**config.mk**
```make
export PLATFORM = sky130hd
export DESIGN_NAME = gcfs_ctrl
export DESIGN_NICKNAME = d
export VERILOG_FILES = /design/src/rtl/gcfs_pkg.sv /design/src/rtl/gcfs_ctrl.sv
export SDC_FILE = /design/constraint.sdc
export NUM_CORES = 1
export LEC_CHECK = 0
export BUFFER_PORTS_ARGS = -buffer_cell sky130_fd_sc_hd__buf_2
export CAP_MARGIN = 20
export CORE_AREA = 4 4 41 43
export CTS_CLUSTER_DIAMETER = 40
export DETAILED_ROUTE_END_ITERATION = 10
export DIE_AREA = 0 0 45 47
export PLACE_DENSITY = 0.41
export SYNTH_ARGS = -nofsm -noshare
export SYNTH_HDL_FRONTEND = slang
export SYNTH_SLANG_ARGS = --single-unit
```
**constraint.sdc**
```tcl
create_clock -name i_clk -period 2.36 [get_ports i_clk]
set_input_delay 0.472 -clock i_clk [delete_from_list [all_inputs] [get_ports i_clk]]
set_output_delay 0.472 -clock i_clk [all_outputs]
set_load 0.1 [all_outputs]
```
**src/rtl/gcfs_pkg.sv**
```systemverilog
`timescale 1ns / 1ps
`default_nettype none

package gcfs_pkg;

    // Default sizes
    localparam int EDGE_ID_BITS_DEF = 16;
    localparam int MAX_NEARBY_DEF   = 64;

    // Fixed field widths
    localparam int ID_W     = 16;
    localparam int UTIL_W   = 32;
    localparam int COST_W   = 32;
    localparam int TOTAL_W  = 48;

    // Item function codes
    localparam logic [1:0] FUNC_NEW   = 2'd0;
    localparam logic [1:0] FUNC_BEGIN = 2'd1;
    localparam logic [1:0] FUNC_EDGE  = 2'd2;
    localparam logic [1:0] FUNC_END   = 2'd3;

    // Controller to datapath commands
    typedef struct packed {
        logic clr_start;   // new run: reset totals, restart bitmap sweep
        logic clr_step;    // clear one bitmap entry
        logic begin_load;  // latch candidate header
        logic edge_load;   // bitmap lookup and buffer one element
        logic edge_check;  // fold bitmap read data into conflict flag
        logic end_eval;    // decide, update totals, load result
        logic wb_step;     // read one buffered element for write-back
    } t_cmd;

    // Datapath to controller status
    typedef struct packed {
        logic clr_last;    // sweep at last entry
        logic take_wb;     // candidate taken with elements to write back
        logic wb_last;     // write-back read at last element
    } t_status;

endpackage

`default_nettype wire

```
**src/rtl/gcfs_ctrl.sv**
```systemverilog
`timescale 1ns / 1ps
`default_nettype none

module gcfs_ctrl (
    input  wire logic              i_clk,
    input  wire logic              i_rst_n,
    input  wire logic              i_in_valid,
    output logic                   o_in_stall,
    input  wire logic [1:0]        i_func,
    output logic                   o_out_valid,
    input  wire logic              i_out_stall,
    output gcfs_pkg::t_cmd         o_cmd,
    input  wire gcfs_pkg::t_status i_status
);

    localparam logic [2:0] ST_CLEAR = 3'd0;
    localparam logic [2:0] ST_IDLE  = 3'd1;
    localparam logic [2:0] ST_EDGE  = 3'd2;
    localparam logic [2:0] ST_WB    = 3'd3;
    localparam logic [2:0] ST_DRAIN = 3'd4;

    logic [2:0] r_state;
    logic [2:0] n_state;
    logic       r_out_valid;
    logic       n_out_valid;
    logic       w_accept;

    // Input handshake: only idle takes items; an end waits for a free result slot
    always_comb begin
        o_in_stall = (r_state != ST_IDLE) ||
                     (r_out_valid && (i_func == gcfs_pkg::FUNC_END));
        w_accept   = i_in_valid && !o_in_stall;
    end

    // Command decode
    always_comb begin
        o_cmd            = '0;
        o_cmd.clr_start  = w_accept && (i_func == gcfs_pkg::FUNC_NEW);
        o_cmd.begin_load = w_accept && (i_func == gcfs_pkg::FUNC_BEGIN);
        o_cmd.edge_load  = w_accept && (i_func == gcfs_pkg::FUNC_EDGE);
        o_cmd.end_eval   = w_accept && (i_func == gcfs_pkg::FUNC_END);
        o_cmd.clr_step   = (r_state == ST_CLEAR);
        o_cmd.edge_check = (r_state == ST_EDGE);
        o_cmd.wb_step    = (r_state == ST_WB);
    end

    // Next state
    always_comb begin
        n_state = r_state;
        case (r_state)
            ST_CLEAR: begin
                if (i_status.clr_last) begin
                    n_state = ST_IDLE;
                end
            end
            ST_IDLE: begin
                if (o_cmd.clr_start) begin
                    n_state = ST_CLEAR;
                end else if (o_cmd.edge_load) begin
                    n_state = ST_EDGE;
                end else if (o_cmd.end_eval && i_status.take_wb) begin
                    n_state = ST_WB;
                end
            end
            ST_EDGE: begin
                n_state = ST_IDLE;
            end
            ST_WB: begin
                if (i_status.wb_last) begin
                    n_state = ST_DRAIN;
                end
            end
            ST_DRAIN: begin
                n_state = ST_IDLE;
            end
            default: begin
                n_state = ST_IDLE;
            end
        endcase
    end

    // Result slot occupancy
    always_comb begin
        n_out_valid = r_out_valid && i_out_stall;
        if (o_cmd.end_eval) begin
            n_out_valid = 1'b1;
        end
    end

    assign o_out_valid = r_out_valid;

    always_ff @(posedge i_clk) begin
        if (!i_rst_n) begin
            r_state     <= ST_CLEAR;
            r_out_valid <= 1'b0;
        end else begin
            r_state     <= n_state;
            r_out_valid <= n_out_valid;
        end
    end

`ifndef SYNTHESIS
    // An end decision always produces a result next cycle
    a_end_gives_result: assert property (@(posedge i_clk) disable iff (!i_rst_n)
        o_cmd.end_eval |=> r_out_valid)
        else $error("end transfer did not load a result");

    // Sweep continues until the last entry
    a_clear_holds: assert property (@(posedge i_clk) disable iff (!i_rst_n)
        (r_state == ST_CLEAR && !i_status.clr_last) |=> (r_state == ST_CLEAR))
        else $error("bitmap sweep ended early");

    // Edge check state always returns straight to idle
    a_edge_one_cycle: assert property (@(posedge i_clk) disable iff (!i_rst_n)
        (r_state == ST_EDGE) |=> (r_state == ST_IDLE))
        else $error("edge check state held");

    // Write-back leaves only through the drain state
    a_wb_exit: assert property (@(posedge i_clk) disable iff (!i_rst_n)
        (r_state == ST_WB) |=> (r_state == ST_WB || r_state == ST_DRAIN))
        else $error("write-back left without drain");
`endif

endmodule

`default_nettype wire

```
==> run metrics, run 1 <==
DRT antenna net count=0; Setup violations, final=0; area grow syn2layout=49.53%; multi-input logic area=around 190 um^2; Clock Sinks=4; Syn Inst Count=29; share of cells above drive strength 1=0.5102; Hold Crit Class=in2reg; share of the synthesized area in the top cell type=0.3019; CP Launch Type=flop; Final nets=60; leakage power=0.1969 nW; Final Cycle Share=0.8372; min cycle time layout=1.976 ns; Req. time, crit path=1.89 ns; slew margin rel.=0.6765; Sequential Area=80.08 um^2; Clock Tree Root=clkbuf_4; final wirelength=751 um; post-synthesis register bit count=4; final hold violations=0; DRC=0; Seq/Total Area, Yosys=0.3019; Max FO, Critical Path=9; RSZ-0062 raised after global routing=no; PostCTS Resize Cnt=0; GRT Total Usage=0.08142; Final Cell Area=396.6 um^2; endpoint type of the worst setup path=output pin; yosys warns=0; fill count=148; CP Class=reg2out; maximum clock insertion buffer count=2; status=finished, final reports clean; MaxCap Viol Count=0; # rows=13; leading area contributor after synthesis=dfxtp_1; initial core utilization=0.2038; Worst-Margin Slew=0.4885 ns; skew final=0.001152 ns; fmax=slightly above 500 MHz; pwr/cell area=roughly 590 nW/um^2; Detailed Route Iter0 Violations=3; I/O pins=18; worst path arrival time=roughly 1.5 ns; DP HPWL=slightly above 600 um; hold_ws=0.4990 ns; Placed Area=between 300 and 400 um^2; CTS Hold Bufs=0; vias in the first global route=272; Final Max Tran Viols=0; Diodes inserted=0; Distinct cells, synth=21; Reg clk slew, reported paths=0.04 ns; placer congestion estimate=0.7261; Avg Inst Size Synth=9.147 um^2; first-pass GRT wire length=between 1000 and 1500 um; postcts setup bufs=0; Syn Nets=38; grt ovf=0; Core ar.=1301 um^2; H-tree levels=1; worst ir drop on vdd=0.0002393 V; Die ar.=~2100 um^2; dpl ws=0.5125 ns; Via Count=between 200 and 300; post-DR vias/cell=4.516; Wirelength per Cell=11.73 um; antenna violations before repair=0; clk_lat worst skew=0.23 ns; largest net degree at the start of global routing=10; Die H=47 um; synthesized cell area=roughly 270 um^2; final worst slack=between 0.3 and 0.4 ns; port bufs=17; CTS tree=yes; Initial DRT Pass Iterations=2; top post-synthesis cells by area=dfxtp_1 30%, nand4bb_4 10%, nor3_1 5.7%, nor3b_1 5.7%, nand2b_1 4.7%; die span in x=~45 um; CTS buffer count=3
==> critical path, stage by stage, from the launching register on <==
cell and delay, ns:
dfxtp_1 0.37, nand4bb_4 0.25, nor3b_2 0.20, buf_2 0.44
==> cell type report <==
class,count,share of cell area
clock buffers,3,0.05678
inverters,1,0.009464
multi-input cells,24,0.4700
flip-flops and latches,4,0.2019
well taps,15,0.04732
repair buffers,17,0.2145
==> flip-flops by register name, indices dropped and copies added, names as in the netlist <==
register     count
o_out_valid      1
r_state          3
==> cell families (layout without fill, tap and decap cells) <==
logic type | after synthesis | count (layout) | synth area share
buffers and inverters | 1 | 21 | 0.01414
AOI/OAI and AO/OA | 6 | 6 | 0.1651
and+or+nand+nor | 18 | 18 | 0.5189
DFF | 4 | 4 | 0.3019
==> routing by layer <==
layer,wire (um),up-vias,GRT usage
met4,5,0,0.03509
met5,0,-,0
met1,304,126,0.07973
met3,80,2,0.06513
li1,-,150,-
met2,361,11,0.1271
==> cell usage after synthesis (all sizes together) <==
library cell	count
dfxtp	4
nor3	4
a21oi	1
and2b	1
o41ai	1
nand4bb	1
o211a	1
nand2	2
nand3	1
and2	2
nor3b	2
a211oi	1
and3	1
o21ai	1
nor2b	1
nand2b	2
inv	1
o21a	1
nand3b	1
==> cell usage in the layout, fill, tap and decap left out, types with 2 or more instances in the layout <==
cell type and n:
nor3_1 3, dfxtp_1 4, buf_2 17, clkbuf_4 3
nand2b_1 2, nand2_1 2
==> report_power, final <==
group | switching, W | internal (W) | total (W)
Sequential | 0.00000364 | 0.0000702 | 0.0000739
Combinational | 0.0000561 | 0.0000181 | 0.0000742
Clock | 0.0000282 | 0.0000569 | 0.0000851
Total | 0.0000879 | 0.000145 | 0.000233
==> path summary, 6_finish.rpt <==
check / depth (start not counted) / slack (ns) / start / to
max: 3 / 0.38 / r_state[1] / o_cmd[4]
min: 2 / 0.50 / i_status[0] / r_state[2]
max reg2reg: 3 / 1.31 / r_state[1] / r_state[1]
min reg2reg: 2 / 0.61 / r_state[2] / r_state[0]
==> through the flow <==
stage	util	TNS (ns)	instances	total power (W)
2_1_floorplan	-	-2.970	29	0.0001308
3_3_place_gp	0.2875	0	61	0.0001488
3_5_place_dp	0.2875	0	61	0.0001498
4_1_cts	0.3048	0	64	0.0002381
5_1_grt	0.3048	0	64	0.0002488
6_report	0.3048	0	64	0.0002331
No activity file was read; power rests on OpenSTA's default activity.
==> run 2: changes to the inputs <==
ABC_AREA = 1   (was unset)
PLACE_DENSITY = 0.46   (was 0.41)
clock period = 1.9 ns   (was 2.36 ns; I/O delays follow)
==> run 2 against run 1 <==
Net effect:
- non-clock buffer count rose by 7
- power rose by 150%
- critical endpoint is now o_cmd[3]
- flip-flop and latch count did not move
- synthesized area rose by 22%
- clock skew rose by 0.0029 ns
==> run metrics, run 2 <==
Biggest register=r_state; Seq/Total Area, Yosys=0.2481 (-0.05382); number of synthesized flops with an enable pin=0 (unchanged); gr busiest metal=met2; clk_lat worst skew=0.24 ns (about the same); MaxCap Viol Count=0 (unchanged); first-pass GRT wire length=1497 um (+27%); initial core utilization=0.2481 (+0.04423); Final Util=0.5115 (+0.2067); Initial DRT Pass Iterations=4 (+2); DRT antenna net count=0 (unchanged); Final Cell Area=665.6 um^2 (+68%); asr flop ratio synth=0 (unchanged); Final nets=89 (+48%); fill count=137 (-7.4%); grt met1 use=0.1091 (+0.02936); antenna violations before repair=0 (unchanged); DP HPWL=754.4 um (+23%); RSZ-0062 raised after global routing=no; GR Layer Usage met3=0.01533 (-0.04981); Final Cycle Share=0.9558; dpl ws=0.09791 ns (-0.4146 ns); Synth Flop Type=dfxtp_1; Reg clk slew, reported paths=0.04 ns (about the same); port bufs=17 (unchanged); Setup violations, final=0 (unchanged); final hold violations=0 (unchanged); hold path start=i_out_stall; post-synthesis register bit count=4 (unchanged); Avg Inst Size Synth=6.330 um^2 (-31%); worst ir drop on vdd=0.0003707 V (+55%); reg2reg end=r_state[1]; endpoint type of the worst setup path=output pin; Syn Nets=60 (+58%); max reg flops=3 (unchanged); share of the synthesized area in the top cell type=0.2481 (-0.05382); # rows=13 (unchanged); top post-synthesis cells by area=dfxtp_1 25%, inv_1 12%, nand2_2 12%, nor2_2 7.8%, nor3_1 6.2%; worst path arrival time=1.44 ns (-0.06 ns); Hold Crit Class=in2reg; final worst slack=0.08402 ns (-0.3002 ns); Die H=47 um (unchanged); slew margin rel.=0.6794 (+0.002834); skew final=0.004019 ns (+0.002867 ns); Clock Tree Root=clkbuf_4; final wirelength=893 um (+19%); hold_ws=0.3913 ns (-0.1078 ns); pwr/cell area=871.9 nW/um^2 (+48%); H-tree levels=1 (unchanged); Worst Hold End=o_out_valid; placer congestion estimate=0.6760 (-6.9%); reg2reg path depth=11 (+8); Max FO, Critical Path=4 (-5); most common cell after layout, fill and taps aside=buf_2; area grow syn2layout=106.2%; status=finished, final reports clean; largest net degree at the start of global routing=5 (-5); yosys warns=0 (unchanged); Placed Area=584.3 um^2 (+56%); Hold Path Stages=3 (+1); leading area contributor after synthesis=dfxtp_1; Worst R2R Setup Slack=0.61 ns (-0.70 ns); R2R Path Start=r_state[2]; CTS buffer count=3 (unchanged); leakage power=0.3056 nW (+55%); CTS Hold Bufs=0 (unchanged); GRT Total Usage=0.1027 (+0.02126); CP Launch Type=flop; Syn Inst Count=51 (+76%); vias in the first global route=396 (+46%); Detailed Route Iter0 Violations=2 (-1); maximum clock insertion buffer count=2 (unchanged); Req. time, crit path=1.52 ns (-0.37 ns); post-DR vias/cell=4.404 (-2.5%); commonest cells in the synthesized netlist=10 x inv_1, 6 x nand2_2, 5 x nand2_1, 5 x nor2_1; Distinct cells, synth=17 (-19%); most frequent cells in the layout=12 x buf_2, 7 x buf_4, 6 x inv_1; share of cells above drive strength 1=0.7215 (+0.2113); die span in x=45 um (unchanged); fmax=550.7 MHz; Wirelength per Cell=9.500 um (-19%); met2 GRT Util=0.1695 (+0.04237); count leader, synth=inv_1; synthesized cell area=322.8 um^2 (+22%); Via Count=414 (+43%); Die ar.=2115 um^2 (unchanged); CTS tree=yes; DRC=0 (unchanged); I/O pins=18 (unchanged); Clock Sinks=4 (unchanged); Worst-Margin Slew=0.4843 ns (-0.004280 ns); grt ovf=0 (unchanged); Core ar.=1301 um^2 (unchanged); Sum Neg Setup Slack=0 ns (unchanged); CP Class=reg2out; min cycle time layout=1.816 ns; Diodes inserted=0 (unchanged); Final Max Tran Viols=0 (unchanged)
## run 2: changes by cell type after synthesis, moves of 3 or more
| cell | change |
|---|---|
| nand2_2 | +6 |
| inv_1 | +9 |
| nor2_1 | +5 |
| nor2_2 | +4 |
| inv_2 | +3 |
| nand2_1 | +3 |
## run 2: through the flow
stage               total power [W]  std cells
floorplan                 0.0003557         51
global placement          0.0004336         86
detailed placement        0.0004352         86
CTS                       0.0005732         91
global route              0.0006131         94
finish                    0.0005804         94
## run 2: report_power, final
group	switching [W]	internal, W	total, W
Sequential	0.0000164	0.0000951	0.000111
Clock	0.0000381	0.0000790	0.000117
Combinational	0.000242	0.000109	0.000352
Total	0.000297	0.000284	0.000580
## run 2: kinds of logic after synthesis
| kind of cell | after synthesis | synth area share |
|---|---|---|
| buffers and inverters | 13 | 0.1512 |
| AOI/OAI and AO/OA | 5 | 0.1124 |
| DFF | 4 | 0.2481 |
| and+or+nand+nor | 29 | 0.4884 |
## run 2: final cells by class
| class | instances | area (um^2) | area share |
|---|---|---|---|
| multi-input cells | 34 | 262.8 | 0.3947 |
| repair buffers | 24 | 212.7 | 0.3195 |
| flip-flops and latches | 4 | 90.09 | 0.1353 |
| inverters | 13 | 55.05 | 0.08271 |
| clock buffers | 4 | 26.28 | 0.03947 |
| well taps | 15 | 18.77 | 0.02820 |
## run 2: critical path, cell delays in order, from the launching register on
cell and delay, ns:
dfxtp_2 0.34, inv_4 0.08, nand3_4 0.09, nor2_4 0.15, nand2_4 0.09, nor2_1 0.09, nand2_1 0.10, clkinvlp_4 0.10
buf_12 0.16
## run 2: worst max path at each step
stage,start,endpoint,slack (ns),depth (start not counted)
final,r_state[1],o_cmd[3],0.08,8
after global routing,r_state[1],o_cmd[3],0.001,8
after CTS,r_state[1],o_cmd[3],0.01,8
after detailed placement,i_func[0],o_cmd[3],0.1,9
after global placement,i_func[0],o_cmd[3],0.11,9
after floorplan,o_out_valid,o_cmd[4],-0.15,5
## run 2: repair_timing
action / CTS / global route
pin swaps: 2 / 2
setup buffers: 1 / 3
hold endpoints to repair: 0 / 0
setup endpoints to repair: 4 / 3
gates resized for setup: 4 / 4
## run 2: per-layer routing
metal	up-vias	wire, um
met5	-	0
met2	17	457
met3	4	71
li1	214	-
met1	179	336
met4	0	28
